==> src/hw/rtl/lbc_pkg.sv <==
// Shared types and constants for the 3x3 line-buffer convolution block
`default_nettype none
package lbc_pkg;
	localparam int MAX_WIDTH  = 1024;
	localparam int PIX_W      = 8;
	localparam int COL_W      = $clog2(MAX_WIDTH);
	localparam int SUM_W      = 20;
	localparam int CFG_IDX_W  = 3;
	localparam int CFG_DATA_W = 24;
	localparam int QDEPTH     = 4;
	localparam int QPTR_W     = $clog2(QDEPTH);

	typedef enum logic [CFG_IDX_W-1:0] {
		REG_K0     = 3'd0,
		REG_K1     = 3'd1,
		REG_K2     = 3'd2,
		REG_DIV    = 3'd3,
		REG_OFFSET = 3'd4,
		REG_WIDTH  = 3'd5,
		REG_HEIGHT = 3'd6,
		REG_NONE   = 3'd7
	} reg_idx_t;

	typedef enum logic [1:0] {
		FS_IDLE = 2'd0,
		FS_READ = 2'd1,
		FS_SUM  = 2'd2
	} fstate_t;

	// one window position handed from front to back
	typedef struct packed {
		logic [SUM_W-1:0] sum;
		logic [9:0]       row;
		logic [9:0]       col;
		logic             last;
	} win_item_t;
endpackage
`default_nettype wire

==> src/hw/rtl/lbc_queue.sv <==
// Short FIFO between front and back ends
`default_nettype none
module lbc_queue (
	input  wire                clk,
	input  wire                arst_n,
	input  wire                push,
	input  lbc_pkg::win_item_t din,
	output logic               full,
	input  wire                pop,
	output logic               not_empty,
	output lbc_pkg::win_item_t dout
);
	lbc_pkg::win_item_t mem_q [lbc_pkg::QDEPTH];
	logic [lbc_pkg::QPTR_W-1:0] wp_q, rp_q;
	logic [lbc_pkg::QPTR_W:0]   cnt_q;

	assign full      = (cnt_q == (lbc_pkg::QPTR_W+1)'(lbc_pkg::QDEPTH));
	assign not_empty = (cnt_q != '0);
	assign dout      = mem_q[rp_q];

	always_ff @(posedge clk or negedge arst_n) begin
		if (!arst_n) begin
			wp_q  <= '0;
			rp_q  <= '0;
			cnt_q <= '0;
		end else begin
			if (push)
				wp_q <= wp_q + 1'b1;
			if (pop)
				rp_q <= rp_q + 1'b1;
			if (push && !pop)
				cnt_q <= cnt_q + 1'b1;
			else if (pop && !push)
				cnt_q <= cnt_q - 1'b1;
		end
	end

	always_ff @(posedge clk)
		if (push)
			mem_q[wp_q] <= din;
endmodule
`default_nettype wire

==> config.mk <==
export PLATFORM = sky130hd
export DESIGN_NAME = lbc_queue
export DESIGN_NICKNAME = d
export VERILOG_FILES = /design/src/hw/rtl/lbc_pkg.sv /design/src/hw/rtl/lbc_queue.sv
export SDC_FILE = /design/constraint.sdc
export NUM_CORES = 1
export LEC_CHECK = 0
export BUFFER_PORTS_ARGS = -buffer_cell sky130_fd_sc_hd__buf_2
export CORE_ASPECT_RATIO = 1.2
export CORE_MARGIN = 1.5
export CORE_UTILIZATION = 49
export DETAILED_ROUTE_END_ITERATION = 16
export PLACE_DENSITY = 0.82
export SYNTH_ARGS = -nofsm -noshare
export SYNTH_HDL_FRONTEND = slang
export SYNTH_SLANG_ARGS = --single-unit
==> constraint.sdc <==
create_clock -name clk -period 2.41 [get_ports clk]
set_clock_uncertainty 0.2 [all_clocks]
set_input_delay 0.3615 -clock clk [delete_from_list [all_inputs] [get_ports clk]]
set_output_delay 0.3615 -clock clk [all_outputs]
set_load 0.05 [all_outputs]
==> results.ini <==
[clock_network]
clkTransAtPathRegs_ps=60
cts.sinks=171
htree_levels=4
root_buffer=clkbuf_16
clockBufferDepth=2
clk_latency_ps=410
cts_tree=yes
cts_inserted_buffers=17

[grt]
grt_max_degree=42
overflow=0
track_usage=0.168
first_global_vias=3127
grt_pass1_wl_mm=16.5
grt_antenna_before_repair=0

[sta]
slew_violations=0
max_freq_mhz=419
slew_headroom=0.746
setup_viol=0
worst_pin_slew_ps=381
worst_slack_ps=21.3
finalHoldViolations=0
rsz0062_at_grt=true
timing.final.crit_period_ps=2390
whs_ps=38.0
fin_crit_sh=0.991

[yosys]
yosys.area_share.adder=0.0130
syn_avg_cell_area_sq_um=25.6
synth_xor_area_frac=0.00825
synth_area_leader_cell=edfxtp_1
synth_top_family_by_area=multiplexers
synth_top_area_frac=0.774
syn_inst=249
yosys_register_bits=171
synth_warnings=0
synth_area_leaders=edfxtp_1 77%, mux4_2 13%, dfrtp_1 2.8%, buf_12 1.3%, mux4_1 1.2%
yosysUniqueCellTypes=20
synth_compound_area_frac=0.000786
syn_area_sq_um=6370
ys_seq_area_frac=0.801
yosys-mux-area-fraction=0.149
synth_simple_gate_area_frac=0.00786
syn_nets=300

[power]
power_frac_comb=0.414
pwr-share-clk=0.217
intPower_uw=6930
powerDensity_nw_per_um2=1350
p_seq_frac=0.370
ir_worst_vdd_mv=0.892
p_sw_uw=4090
p_leak_uw=0.00287
netSwitchingFraction=0.371

[cells_and_area]
most-common-layout-cells=164 x edfxtp_1, 57 x buf_2, 43 x dlygate4sd3_1, 41 x mux4_2, 24 x buf_6
areaGrowthSynthToFinish_pct=28.2
fin_area_sq_um=8160
nets=454
antennaDiodeCount=0
nFillCells=881
layout_commonest_cell=edfxtp_1
drive_gt1_frac=0.430

[routing]
ant_nets=0
detail_route.first_pass.iterations=4
wl_mm=10.4
vias=3016
routed_via_density=5.20
routedWlPerCell_um=18.0
drc=0
drt_iter0_drc=118

[setup_path]
path_delay_family=multiplexers
cp-start-kind=flop
path_buf_inv=2
worst-setup-path-type=flop to output port
crit_chain=buf_12, mux4_2, buf_2
path_max_fanout=14
worstPathArrival_ps=1830
critPathMaxStageDelay_ps=520
required_ps=1850
crit_slowest_cell=mux4_2
r2r_slack_ps=750
critPathCaptureType=output port

[floorplan]
rows=45
die_h_um=128
die_w_um=107
io_pins=88
core_sq_um=12700
dieArea_sq_um=13700
start_util=0.503

[placed_design]
place_area_sq_um=7030
port_buffers=87
place_ws_ps=296
gp_congestion=0.664
hpwl_mm=6.27

[outcome]
status=finished, final reports clean

[flow_run]
maxCapViolations=0

[min_path]
hold_path_class=input pin to flop

-- synthesized netlist by cell type --
library cell,n
mux2_2,1
nand2_1,2
and2_1,4
edfxtp_1,164
o21ai_0,1
buf_12,4
inv_1,4
buf_6,1
nor2_1,1
clkbuf_1,1
xor2_1,4
or3_1,1
xnor2_1,2
buf_2,4
mux4_1,3
ha_1,5
mux4_2,38
fa_1,1
dfrtp_1,7
nor3b_1,1
-- registers in the layout, indices dropped and copies added, names as in the netlist --
| name | count |
|---|---|
| mem_q | 164 |
| cnt_q | 3 |
| rp_q | 2 |
| wp_q | 2 |
-- per-layer routing --
| layer | wire length (um) | vias up | GRT usage | share of wire |
|---|---|---|---|---|
| met1 | 4440 | 1578 | 0.210 | 0.43 |
| met3 | 409 | 16 | 0.0529 | 0.039 |
| met2 | 5410 | 67 | 0.274 | 0.52 |
| li1 | - | 1355 | - | - |
| met4 | 178 | 0 | 0.0682 | 0.017 |
| met5 | 0 | - | 0 | 0 |
-- power groups by stage --
stage	Sequential, uW	Combinational (uW)	Clock [uW]
floorplan	4070	3320	0
global placement	4130	4050	0
detailed placement	4170	4070	0
CTS	4080	4490	2440
global route	4130	4790	2580
finish	4080	4560	2390
-- worst register-to-register path: stages (launching register included) --
cell and delay, ps:
dfrtp_1 420, inv_1 100, ha_1 140, and2_2 140, buf_4 320
-- worst paths after layout --
path                                       from  cells after the start                      to
max reg2reg                 wp_q[0]$_DFFE_PN0P_                      4  mem_q[2][12]$_DFFE_PP_
min reg2reg                cnt_q[2]$_DFFE_PN0P_                      1    cnt_q[2]$_DFFE_PN0P_
min                                        push                      2     wp_q[0]$_DFFE_PN0P_
max                         rp_q[0]$_DFFE_PN0P_                      3                dout[21]
min in group asynchronous                arst_n                      2    cnt_q[2]$_DFFE_PN0P_
max in group asynchronous                arst_n                      2     rp_q[0]$_DFFE_PN0P_
-- through the flow --
| step | power, uW | utilization | setup TNS [ps] | std cells |
|---|---|---|---|---|
| after CTS | 11000 | 0.640 | -2.64 | 580 |
| after global placement | 8180 | 0.555 | 0 | 502 |
| after detailed placement | 8250 | 0.555 | 0 | 502 |
| final | 11000 | 0.644 | 0 | 580 |
| after floorplan | 7400 | - | 0 | 249 |
| after global routing | 11500 | 0.644 | -1170 | 580 |
-- layout make-up --
type	instances	area [sq um]	area share
Clock buffer	18	429	0.0526
Clock inverter	14	98.8	0.0121
Inverter	4	15.0	0.00184
Multi-Input combinational cell	64	1130	0.138
Sequential cell	171	5100	0.625
Tap cell	164	205	0.0251
Timing Repair Buffer	145	1180	0.145
-- cells by family (layout without fill, tap and decap cells) --
family,count (synthesis),count (layout)
AOI/OAI and AO/OA,1,1
DFF,171,171
xor gates and xnor gates,6,6
adders and majority gates,6,6
buffers and inverters,14,181
muxes,42,42
and+or+nand+nor,9,9
-- what timing repair did --
| action | in CTS | in global routing |
|---|---|---|
| gates resized for setup | 39 | 22 |
| endpoints found under the hold margin | 172 | 0 |
| setup endpoints to repair | 35 | 40 |
| hold buffers | 43 | 0 |
| setup buffers | 3 | 0 |
| pin swaps | 0 | 0 |
No activity file was read; power rests on OpenSTA's default activity.
