File: src/hw/rtl/lbc_pkg.sv
// Shared types and constants for the 3x3 line-buffer convolution block
`default_nettype none
package lbc_pkg;
	localparam int MAX_WIDTH  = 1024;
	localparam int PIX_W      = 8;
	localparam int COL_W      = $clog2(MAX_WIDTH);
	localparam int SUM_W      = 20;
	localparam int CFG_IDX_W  = 3;
	localparam int CFG_DATA_W = 24;
	localparam int QDEPTH     = 4;
	localparam int QPTR_W     = $clog2(QDEPTH);

	typedef enum logic [CFG_IDX_W-1:0] {
		REG_K0     = 3'd0,
		REG_K1     = 3'd1,
		REG_K2     = 3'd2,
		REG_DIV    = 3'd3,
		REG_OFFSET = 3'd4,
		REG_WIDTH  = 3'd5,
		REG_HEIGHT = 3'd6,
		REG_NONE   = 3'd7
	} reg_idx_t;

	typedef enum logic [1:0] {
		FS_IDLE = 2'd0,
		FS_READ = 2'd1,
		FS_SUM  = 2'd2
	} fstate_t;

	// one window position handed from front to back
	typedef struct packed {
		logic [SUM_W-1:0] sum;
		logic [9:0]       row;
		logic [9:0]       col;
		logic             last;
	} win_item_t;
endpackage
`default_nettype wire

File: src/hw/rtl/lbc_back.sv
// Back end: restoring divider, offset add and output register
`default_nettype none
module lbc_back (
	input  wire                clk,
	input  wire                arst_n,
	input  wire                q_valid,
	input  lbc_pkg::win_item_t q_item,
	output logic               q_pop,
	input  wire  [7:0]         divisor_cfg,
	input  wire  [7:0]         offset_cfg,
	output logic               valid,
	input  wire                ready,
	output logic [7:0]         out_value,
	output logic [9:0]         out_row,
	output logic [9:0]         out_col,
	output logic               frame_last
);
	localparam int SW = lbc_pkg::SUM_W;

	logic          busy_q;
	logic [4:0]    step_q;
	logic [SW-1:0] quo_q;
	logic [8:0]    rem_q;
	logic [7:0]    den;
	logic [9:0]    row_q, col_q;
	logic          last_q;
	logic [8:0]    trial;
	logic [9:0]    rsh;
	logic          done;

	assign den   = (divisor_cfg == 8'd0) ? 8'd1 : divisor_cfg;
	assign q_pop = q_valid && !busy_q && !valid;
	assign rsh   = {rem_q, quo_q[SW-1]};
	assign trial = rsh[8:0] - {1'b0, den};
	assign done  = busy_q && (step_q == 5'(SW-1));

	always_ff @(posedge clk or negedge arst_n) begin
		if (!arst_n) begin
			busy_q <= 1'b0;
			valid  <= 1'b0;
			step_q <= '0;
		end else begin
			if (valid && ready)
				valid <= 1'b0;
			if (q_pop) begin
				busy_q <= 1'b1;
				step_q <= '0;
			end else if (busy_q) begin
				step_q <= step_q + 5'd1;
				if (done) begin
					busy_q <= 1'b0;
					valid  <= 1'b1;
				end
			end
		end
	end

	always_ff @(posedge clk) begin
		if (q_pop) begin
			quo_q  <= q_item.sum;
			rem_q  <= '0;
			row_q  <= q_item.row;
			col_q  <= q_item.col;
			last_q <= q_item.last;
		end else if (busy_q) begin
			if (rsh >= {2'b0, den}) begin
				rem_q <= trial;
				quo_q <= {quo_q[SW-2:0], 1'b1};
			end else begin
				rem_q <= rsh[8:0];
				quo_q <= {quo_q[SW-2:0], 1'b0};
			end
			if (done) begin
				out_value  <= (rsh >= {2'b0, den} ? {quo_q[6:0], 1'b1}
					: {quo_q[6:0], 1'b0}) + offset_cfg;
				out_row    <= row_q;
				out_col    <= col_q;
				frame_last <= last_q;
			end
		end
	end
endmodule
`default_nettype wire
File: config.mk
export PLATFORM = sky130hd
export DESIGN_NAME = lbc_back
export DESIGN_NICKNAME = d
export VERILOG_FILES = /design/src/hw/rtl/lbc_pkg.sv /design/src/hw/rtl/lbc_back.sv
export SDC_FILE = /design/constraint.sdc
export NUM_CORES = 1
export LEC_CHECK = 0
export ABC_AREA = 1
export BUFFER_PORTS_ARGS = -buffer_cell sky130_fd_sc_hd__buf_2
export CORE_ASPECT_RATIO = 2
export CORE_MARGIN = 4
export CORE_UTILIZATION = 48
export CTS_BUF_LIST = sky130_fd_sc_hd__clkbuf_8 sky130_fd_sc_hd__clkbuf_16
export CTS_CLUSTER_SIZE = 25
export DETAILED_ROUTE_END_ITERATION = 6
export PLACE_DENSITY = 0.74
export SLEW_MARGIN = 20
export SYNTH_ARGS = -nofsm -noshare
export SYNTH_HDL_FRONTEND = slang
export SYNTH_SLANG_ARGS = --single-unit
File: constraint.sdc
create_clock -name clk -period 2.6 [get_ports clk]
set_input_delay 0.52 -clock clk [delete_from_list [all_inputs] [get_ports clk]]
set_output_delay 0.52 -clock clk [all_outputs]
set_load 0.05 [all_outputs]
==> results of run 1 <==
==> metal layers <==
| metal | vias up | global-route usage (%) |
|---|---|---|
| met4 | 0 | 10.4 |
| met2 | 81 | 34.9 |
| li1 | 1470 | - |
| met3 | 20 | 3.19 |
| met5 | - | 0 |
| met1 | 1402 | 18.7 |
==> cells in the final DEF (no fill, tap or decap), types with 2 or more instances in the layout <==
| master | netlist | routed |
|---|---|---|
| clkbuf_8 | 0 | 2 |
| xnor2_1 | 4 | 4 |
| clkinvlp_4 | 0 | 3 |
| buf_2 | 3 | 89 |
| clkbuf_16 | 0 | 9 |
| dfrtp_1 | 7 | 7 |
| inv_2 | 3 | 4 |
| xor2_1 | 6 | 6 |
| inv_1 | 40 | 40 |
| nand2_2 | 3 | 5 |
| nand2_1 | 110 | 108 |
| nor2_4 | 2 | 2 |
| buf_4 | 1 | 34 |
| buf_6 | 0 | 5 |
| fa_2 | 0 | 2 |
| nand3_1 | 26 | 22 |
| dfxtp_1 | 9 | 9 |
| nand3_2 | 2 | 6 |
| nor2_1 | 11 | 10 |
| edfxtp_1 | 70 | 70 |
| nand4_1 | 4 | 4 |
| a21oi_1 | 20 | 19 |
| o21ai_0 | 5 | 4 |
| ha_1 | 16 | 14 |
==> report_power, final <==
part / internal [mW] / total [mW] / switching, mW
clock network: 0.697 / 1.19 / 0.493
logic: 1.06 / 2.48 / 1.42
registers: 2.01 / 2.22 / 0.205
==> area by class of cell <==
| type | count | area, um2 | area share (%) |
|---|---|---|---|
| sequential | 86 | 2460 | 48.3 |
| tap | 96 | 120 | 2.36 |
| inverter | 43 | 161 | 3.17 |
| clock buffer | 11 | 253 | 4.96 |
| clock inverter | 5 | 35.0 | 0.688 |
| multi-input combinational | 221 | 1290 | 25.4 |
| timing repair buffer | 129 | 772 | 15.2 |
==> flip-flops by register name, indices dropped and copies added (netlist names) <==
name,cells
out_col,10
col_q,10
out_value,8
valid,1
out_row,10
row_q,10
step_q,5
busy_q,1
quo_q,20
rem_q,9
last_q,1
frame_last,1
==> how the worst min path moves through the flow <==
stage / to / slack [ns] / startpoint / depth (start not counted)
2_1_floorplan: busy_q / 0.22 / arst_n / 0
3_3_place_gp: valid / 0.36 / arst_n / 1
3_5_place_dp: step_q[4] / 0.36 / arst_n / 1
4_1_cts: step_q[1] / 0.003 / arst_n / 1
5_1_grt: step_q[1] / 0.007 / arst_n / 1
6_report: step_q[4] / 0.01 / arst_n / 1
==> metrics by stage <==
stage | hold slack, ns | cells | utilization [%]
floorplan | 0.224 | 357 | -
global placement | 0.359 | 567 | 59.4
detailed placement | 0.362 | 567 | 59.4
CTS | 0.00342 | 588 | 64.0
global route | 0.00708 | 591 | 64.6
finish | 0.0138 | 591 | 64.6
==> worst reg2reg max path, stage by stage (launching register included) <==
cell and delay (ns):
edfxtp_1 0.38, inv_1 0.11, ha_2 0.19, inv_2 0.04, fa_2 0.35, nand3_2 0.07, nand3_2 0.08, nand2_2 0.11
nand4_4 0.10, ha_4 0.19, fa_2 0.35, buf_4 0.15, buf_6 0.10, buf_6 0.10, xor2_1 0.14
==> repair_timing <==
item | CTS | global route
pin swaps | 0 | 2
hold buffers | 0 | 0
setup endpoints to repair | 5 | 7
resized for setup | 9 | 6
setup buffers | 5 | 5
==> kinds of logic after synthesis <==
family | share of synthesized area, %
flops | 63.3
simple gates | 18.2
compound gates | 4.96
fa+ha+maj | 6.19
xor+xnor | 2.26
buf+inv | 5.12
==> impl_metrics.env, run 1 <==
export IMPL_port_buffers=91
export IMPL_worstMarginPinSlew_ns=0.375
export IMPL_drtAntennaViolNets=0
export IMPL_finalMaxSlewViolations=0
export IMPL_grt_usage_pct=18.6
export IMPL_synth_seq_cells=86
export IMPL_drt_met1_wl_um=2990
export IMPL_power_density_mw_per_mm2=1160
export IMPL_first_pass_iters=4
export IMPL_cap_violations=0
export IMPL_netlist_instances=357
export IMPL_hold_viol_final=0
export IMPL_placed_area_mm2=0.00468
export IMPL_ys_seq_area_share_pct=63.3
export IMPL_final_nets=569
export IMPL_critPathTopFamily="adder cells"
export IMPL_hold_path_class="input port to asynchronous set/reset pin"
export IMPL_viasPerCell=5.03
export IMPL_gp_congestion=0.818
export IMPL_antenna_cells=0
export IMPL_clk_path_buf_depth=2
export IMPL_worstPathRequired_ns=2.67
export IMPL_drt_iter0_drc=123
export IMPL_route_met3_wl_um=371
export IMPL_fmax_mhz=338
export IMPL_skew_ns=0.00741
export IMPL_critPathMaxStageDelay_ns=0.35
export IMPL_grt_pass1_vias=3053
export IMPL_yosys_top_cells_count="110 x nand2_1, 70 x edfxtp_1, 40 x inv_1"
export IMPL_start_util_pct=49.2
export IMPL_ios=92
export IMPL_outcome="finished with violations"
export IMPL_syn_nets=436
export IMPL_cts_tree="yes"
export IMPL_fillers=627
export IMPL_num_rows=46
export IMPL_grt_pass1_wl_um=13800
export IMPL_path_max_fanout=2
export IMPL_layout_setup_ws_ns=-0.358
export IMPL_die_area_mm2=0.00968
export IMPL_cp_slowest_cell="fa_2"
export IMPL_synth_edf_count=70
export IMPL_cp_arrival_ns=3.03
export IMPL_fp_dieH_um=135
export IMPL_max_vdd_ir_drop_mv=0.574
export IMPL_core_area_mm2=0.00789
export IMPL_via_count=2973
export IMPL_slew_headroom_pct=75.0
export IMPL_worstRegToRegCells=14
export IMPL_cts_made_buffers=9
export IMPL_cts_max_level=3
export IMPL_yosys_warnings=0
export IMPL_grt_ovfl_total=0
export IMPL_path_cells="buf_8, nor4_4, a41o_1, ha_2, inv_2, fa_2, nand3_2, nand3_2, nand2_2, nand4_4, ha_4, fa_2, buf_4, buf_6, buf_6, xor2_1"
export IMPL_wl_per_cell_um=15.0
export IMPL_leakage_nw=2.35
export IMPL_total_power_mw=5.88
export IMPL_place_ws_ns=-0.677
export IMPL_syn2layout_area_growth_pct=31.1
export IMPL_cp_startpoint="divisor_cfg[3]"
export IMPL_cts_root_buffer="clkbuf_16"
export IMPL_clock_latency_ns=0.33
export IMPL_critical_path_buf_inv_count=5
export IMPL_ys_top_cells_by_area="edfxtp_1 54%, nand2_1 11%, ha_1 5.2%, dfxtp_1 4.6%, dfrtp_1 4.5%"
export IMPL_dieWidth_um=71.6
export IMPL_drive_above_1_share_pct=34.5
export IMPL_regToRegEndpoint="out_value[2]"
export IMPL_grt_max_degree=31
export IMPL_crit_cells=16
export IMPL_post_synth_top_area_fraction_pct=54.1
export IMPL_synth_top_area_cell="edfxtp_1"
export IMPL_synthArstFlopShare_pct=8.14
export IMPL_netlist_area_mm2=0.00388
export IMPL_antenna_found_initial=0
export IMPL_synth_avg_cell_area_um2=10.9
export IMPL_synth_ff_type="edfxtp_1"
export IMPL_yosysMostFrequentCell="nand2_1"
export IMPL_wl_um=8840
export IMPL_met2_wirelength_um=5220
export IMPL_endpoint="out_value[2]"
export IMPL_rsz0062_at_grt="yes"
export IMPL_crit_type="input port to flop"
export IMPL_hpwlAfterDp_um=6630
export IMPL_clkTransAtPathRegs_ns=0.06
export IMPL_fin_tns_setup_ns=-1.36
export IMPL_ys_types=32
export IMPL_cp_start_kind="input port"
export IMPL_violations="negative setup slack"
export IMPL_route_detailed_drc=0
export IMPL_min_period_over_period_pct=114
export IMPL_r2r_setup_slack_ns=-0.11
export IMPL_r2r_start="quo_q[19]"
export IMPL_end_kind="flop"
export IMPL_top_layer="met4"
export IMPL_clock_sinks=86
export IMPL_finalCriticalPeriod_ns=2.96
export IMPL_final_area_mm2=0.00509
export IMPL_setup_violations_final=6
(Power assumes the default switching activity.)
==> inputs of run 2 (changes only) <==
PLACE_DENSITY = 0.86   (was 0.74)
clock period = 2.72 ns   (was 2.6 ns; I/O delays follow)
==> run 2 against run 1 <==
Critical path type unchanged. Sequential share of layout area down 0.059 points. The flow still finishes with violations (negative setup slack). Via count is 0.44% higher. Critical endpoint is now out_value[6]. Sequential power decreased by 5%. Utilization is 0.079 points higher. Clock power is 15% higher. Die area unchanged. Register-to-register slack gained 0.14 ns.
==> impl_metrics.env, run 2 (same netlist as run 1, synthesis figures left out) <==
export IMPL_cts_made_buffers=9
export IMPL_rsz0062_at_grt="yes"
export IMPL_port_buffers=91
export IMPL_num_rows=46
export IMPL_core_area_mm2=0.00789
export IMPL_fp_dieH_um=135
export IMPL_fin_tns_setup_ns=-0.582
export IMPL_layout_setup_ws_ns=-0.246
export IMPL_start_util_pct=49.2
export IMPL_dieWidth_um=71.6
export IMPL_cap_violations=0
export IMPL_grt_usage_pct=19.5
export IMPL_r2r_start="quo_q[19]"
export IMPL_path_max_fanout=2
export IMPL_skew_ns=0.00848
export IMPL_wl_um=9130
export IMPL_hpwlAfterDp_um=6690
export IMPL_cp_arrival_ns=3.06
export IMPL_cts_max_level=3
export IMPL_cts_hold_fix_buffers=0
export IMPL_grt_pass1_vias=3116
export IMPL_via_count=2986
export IMPL_ios=92
export IMPL_leakage_nw=2.36
export IMPL_final_cells=585
export IMPL_route_detailed_drc=0
export IMPL_hold_path_class="input port to asynchronous set/reset pin"
export IMPL_finalCriticalPeriod_ns=2.97
export IMPL_largest_reg_flops=20
export IMPL_outcome="finished with violations"
export IMPL_clk_path_buf_depth=2
export IMPL_violations="negative setup slack"
export IMPL_max_vdd_ir_drop_mv=0.562
export IMPL_cp_startpoint="divisor_cfg[3]"
export IMPL_layout_common_cells="107 x nand2_1, 89 x buf_2, 70 x edfxtp_1"
export IMPL_antenna_cells=0
export IMPL_r2r_setup_slack_ns=0.03
export IMPL_grt_ovfl_total=0
export IMPL_largest_register="quo_q"
export IMPL_worstRegToRegCells=16
export IMPL_die_area_mm2=0.00968
export IMPL_fmax_mhz=337
export IMPL_hold_slack_ns=0.0377
export IMPL_viasPerCell=5.10
export IMPL_first_pass_iters=4
export IMPL_crit_type="input port to flop"
export IMPL_final_area_mm2=0.00510
export IMPL_place_ws_ns=-0.582
export IMPL_wl_per_cell_um=15.6
export IMPL_min_period_over_period_pct=109
export IMPL_setup_violations_final=3
export IMPL_dp_cells=564
export IMPL_fillers=611
export IMPL_cts_root_buffer="clkbuf_16"
export IMPL_antenna_found_initial=0
export IMPL_grt_max_degree=30
export IMPL_clock_sinks=86
export IMPL_power_density_mw_per_mm2=1150
export IMPL_clkTransAtPathRegs_ns=0.06
export IMPL_slew_headroom_pct=63.3
export IMPL_clock_latency_ns=0.34
export IMPL_fin_util_pct=64.6
export IMPL_final_nets=563
export IMPL_worstPathRequired_ns=2.81
export IMPL_grt_pass1_wl_um=14500
export IMPL_placed_area_mm2=0.00466
export IMPL_endpoint="out_value[6]"
export IMPL_cp_start_kind="input port"
export IMPL_drtAntennaViolNets=0
export IMPL_syn2layout_area_growth_pct=31.3
export IMPL_drt_iter0_drc=125
export IMPL_finalMaxSlewViolations=0
export IMPL_layout_commonest_cell="nand2_1"
export IMPL_gp_congestion=0.865
export IMPL_cts_tree="yes"
export IMPL_end_kind="flop"
export IMPL_hold_viol_final=0
export IMPL_worstMarginPinSlew_ns=0.548
export IMPL_regToRegEndpoint="out_value[6]"
export IMPL_total_power_mw=5.85
export IMPL_drive_above_1_share_pct=33.5
==> run 2: cell count changes in the layout (fill, tap and decap cells not counted), moves of 2 or more <==
cell        previous run  this run
buf_4                 34        30
buf_6                  5         3
bufinv_16              0         3
clkbuf_8               2         0
nand3_2                6         4
inv_1                 40        42
clkinvlp_4             3         1
==> run 2: critical path, cell delays in order <==
cell and delay [ns]:
buf_8 0.10, nor4_4 0.25, a41o_1 0.20, ha_2 0.17
inv_2 0.05, fa_2 0.34, nand3_2 0.09, nand3_4 0.09
nand2_4 0.08, nand4_4 0.09, ha_4 0.19, fa_2 0.36
nand3_2 0.09, nand2_2 0.08, nand2_2 0.07, a21oi_2 0.06
nor2_2 0.12, xnor2_1 0.07
==> run 2: final cells by class <==
type,instances,area (um2),share of cell area (%)
clock buffers,9,225,4.42
clock inverters,7,109,2.14
inverters,43,161,3.17
multi-input cells,221,1310,25.6
flip-flops and latches,86,2460,48.2
well taps,96,120,2.36
repair buffers,123,719,14.1
==> run 2: layer usage <==
metal / vias up / GRT usage, % / part of all wire [%]
li1: 1452 / - / -
met1: 1406 / 19.2 / 34
met2: 103 / 36.5 / 57
met3: 25 / 4.46 / 4.6
met4: 0 / 10.5 / 3.9
met5: - / 0 / 0
==> run 2: worst min-delay path by stage <==
stage                      start  slack [ns]  depth (start not counted)        end
after detailed placement  arst_n        0.39                          1  step_q[4]
after global placement    arst_n        0.38                          1      valid
after CTS                 arst_n        0.04                          1  step_q[4]
after floorplan           arst_n        0.25                          0     busy_q
after global routing      arst_n        0.04                          1  step_q[4]
final                     arst_n        0.04                          1  step_q[4]
==> run 2: repair_timing <==
| item | 4_1_cts | 5_1_grt |
|---|---|---|
| setup endpoints to repair | 3 | 5 |
| pin swaps | 0 | 3 |
| gates resized for setup | 9 | 6 |
| setup buffers | 2 | 3 |
| gates cloned | 0 | 0 |
==> run 2: report_power, final <==
group | leakage [nW] | total (mW) | internal, mW | switching, mW
logic | 1.38 | 2.36 | 0.976 | 1.38
clock network | 0.169 | 1.37 | 0.887 | 0.483
registers | 0.817 | 2.12 | 1.92 | 0.197
total | 2.36 | 5.85 | 3.79 | 2.07
==> inputs of run 3 (changes only) <==
CORE_UTILIZATION = 25   (was 48)
PLACE_DENSITY = 0.56   (was 0.86)
==> run 3 against run 2 <==
The flow still finishes with violations (negative setup slack). Global-route usage decreased by 8.4 points. Largest cell class unchanged. Largest power group unchanged. Highest routed layer unchanged. Critical path type unchanged. Utilization decreased by 30 points. Sequential share of layout area decreased by 1.4 points. Clock power decreased by 10%. Cell area increased by 2.9%.
==> impl_metrics.env, run 3 (same netlist as run 1, synthesis figures left out) <==
export IMPL_clk_path_buf_depth=2
export IMPL_drtAntennaViolNets=0
export IMPL_worstPathRequired_ns=2.80
export IMPL_port_buffers=91
export IMPL_start_util_pct=25.4
export IMPL_num_rows=64
export IMPL_final_area_mm2=0.00525
export IMPL_grt_ovfl_total=0
export IMPL_gp_congestion=0.822
export IMPL_slew_headroom_pct=70.5
export IMPL_cts_root_buffer="clkbuf_16"
export IMPL_largest_register="quo_q"
export IMPL_layout_common_cells="108 x nand2_1, 89 x buf_2, 70 x edfxtp_1"
export IMPL_hold_viol_final=0
export IMPL_end_kind="flop"
export IMPL_antenna_found_initial=0
export IMPL_grt_pass1_vias=3149
export IMPL_cts_tree="yes"
export IMPL_syn2layout_area_growth_pct=35.2
export IMPL_cts_hold_fix_buffers=0
export IMPL_fp_dieH_um=184
export IMPL_combinationalPowerShare_pct=42.1
export IMPL_p_sw_mw=2.10
export IMPL_path_max_fanout=2
export IMPL_grt_pass1_wl_um=14900
export IMPL_ios=92
export IMPL_clock_sinks=86
export IMPL_die_area_mm2=0.0177
export IMPL_worstMarginPinSlew_ns=0.442
export IMPL_first_pass_iters=5
export IMPL_placed_area_mm2=0.00481
export IMPL_grt_usage_pct=11.1
export IMPL_clkPwrFrac_pct=21.3
export IMPL_finalCriticalPeriod_ns=2.96
export IMPL_layout_commonest_cell="nand2_1"
export IMPL_p_int_mw=3.69
export IMPL_fillers=1569
export IMPL_final_cells=693
export IMPL_layout_setup_ws_ns=-0.237
export IMPL_rsz0062_at_grt="yes"
export IMPL_clock_latency_ns=0.33
export IMPL_wl_per_cell_um=14.0
export IMPL_multiInputGateArea_mm2=0.00130
export IMPL_power_density_mw_per_mm2=1100
export IMPL_dieWidth_um=96.1
export IMPL_drive_above_1_share_pct=35.2
export IMPL_outcome="finished with violations"
export IMPL_wl_um=9670
export IMPL_skew_ns=0.00626
export IMPL_min_period_over_period_pct=109
export IMPL_largest_reg_flops=20
export IMPL_clkTransAtPathRegs_ns=0.06
export IMPL_final_seq_area_mm2=0.00246
export IMPL_leakage_nw=2.38
export IMPL_dp_cells=667
export IMPL_setup_violations_final=6
export IMPL_cp_start_kind="input port"
export IMPL_grt_max_degree=31
export IMPL_hpwlAfterDp_um=7440
export IMPL_hold_path_class="input port to asynchronous set/reset pin"
export IMPL_violations="negative setup slack"
export IMPL_route_detailed_drc=0
export IMPL_core_area_mm2=0.0153
export IMPL_drt_iter0_drc=111
export IMPL_p_sw_share_pct=36.2
export IMPL_cp_arrival_ns=3.04
export IMPL_crit_type="input port to flop"
export IMPL_finalMaxSlewViolations=0
export IMPL_viasPerCell=4.28
export IMPL_cts_max_level=3
export IMPL_antenna_cells=0
export IMPL_final_nets=569
export IMPL_pwr_share_seq_pct=36.6
export IMPL_cts_made_buffers=9
export IMPL_fmax_mhz=338
export IMPL_max_vdd_ir_drop_mv=0.369
export IMPL_via_count=2965
export IMPL_cap_violations=0
-- run 3: changes by cell type in the layout (fill, tap and decap cells not counted), sizes merged --
| cell | change |
|---|---|
| buf | +6 |
| clkinvlp | -1 |
| bufinv | -2 |
| clkinv | +3 |
-- run 3: per-layer routing --
metal  up-vias  part of all wire (%)  track usage (%)  wire length [um]
met5         -                     0                0                 0
li1       1465                     -                -                 -
met1      1395                    33             10.5              3230
met2        84                    59             21.8              5700
met4         0                   3.4             5.36               324
met3        21                   4.3             1.92               413
-- run 3: worst paths after layout --
path	from	endpoint	slack (ns)	depth (start not counted)
max in group asynchronous	arst_n	step_q[0]	2.52	1
min	arst_n	valid	0.04	1
max reg2reg	quo_q[19]	out_value[6]	0.02	16
min in group clk	q_item[12]	row_q[1]	0.38	1
max	divisor_cfg[3]	out_value[6]	-0.24	18
min reg2reg	col_q[4]	out_col[4]	0.42	0
-- run 3: worst max-delay path, cell delays in order --
cell	delay, ns
buf_6	0.10
nor4_4	0.25
a41o_1	0.20
ha_2	0.17
inv_2	0.05
fa_2	0.35
nand3_2	0.07
nand3_2	0.08
nand2_2	0.10
nand4_4	0.11
ha_4	0.19
fa_2	0.35
nand3_2	0.09
nand2_2	0.06
nand2_1	0.07
a21oi_1	0.06
nor2_1	0.11
xnor2_1	0.07
-- run 3: power by group through the flow --
stage	clock network, mW	registers (mW)	logic (mW)
finish	1.23	2.12	2.44
global route	1.33	2.16	2.74
CTS	1.28	2.12	2.39
detailed placement	0	2.14	2.24
global placement	0	2.13	2.17
floorplan	0	2.18	1.47
-- run 3: final cells by class --
cell class	instances	share of cell area [%]
inverter	43	3.08
clock buffer	9	4.29
clock inverter	7	1.50
timing repair buffer	129	14.7
multi-input combinational	221	24.8
tap	198	4.72
sequential	86	46.8
-- run 3: through the flow --
stage | setup TNS [ns] | hold WS, ns | worst slack (ns) | utilization, % | total power [mW]
after floorplan | -1.07 | 0.248 | -0.408 | - | 3.64
after global placement | -2.09 | 0.382 | -0.515 | 31.4 | 4.30
after detailed placement | -2.38 | 0.391 | -0.550 | 31.4 | 4.39
after CTS | -0.404 | 0.0275 | -0.175 | 34.0 | 5.79
after global routing | -1.38 | 0.0343 | -0.309 | 34.3 | 6.22
final | -0.870 | 0.0387 | -0.237 | 34.3 | 5.79
-- run 3: repair_timing --
action                                  4_1_cts  5_1_grt
pin swaps                                     0        9
setup buffers                                 8        3
endpoints found under the setup margin        3        6
gates resized for setup                       7        6
gates cloned                                  0        0
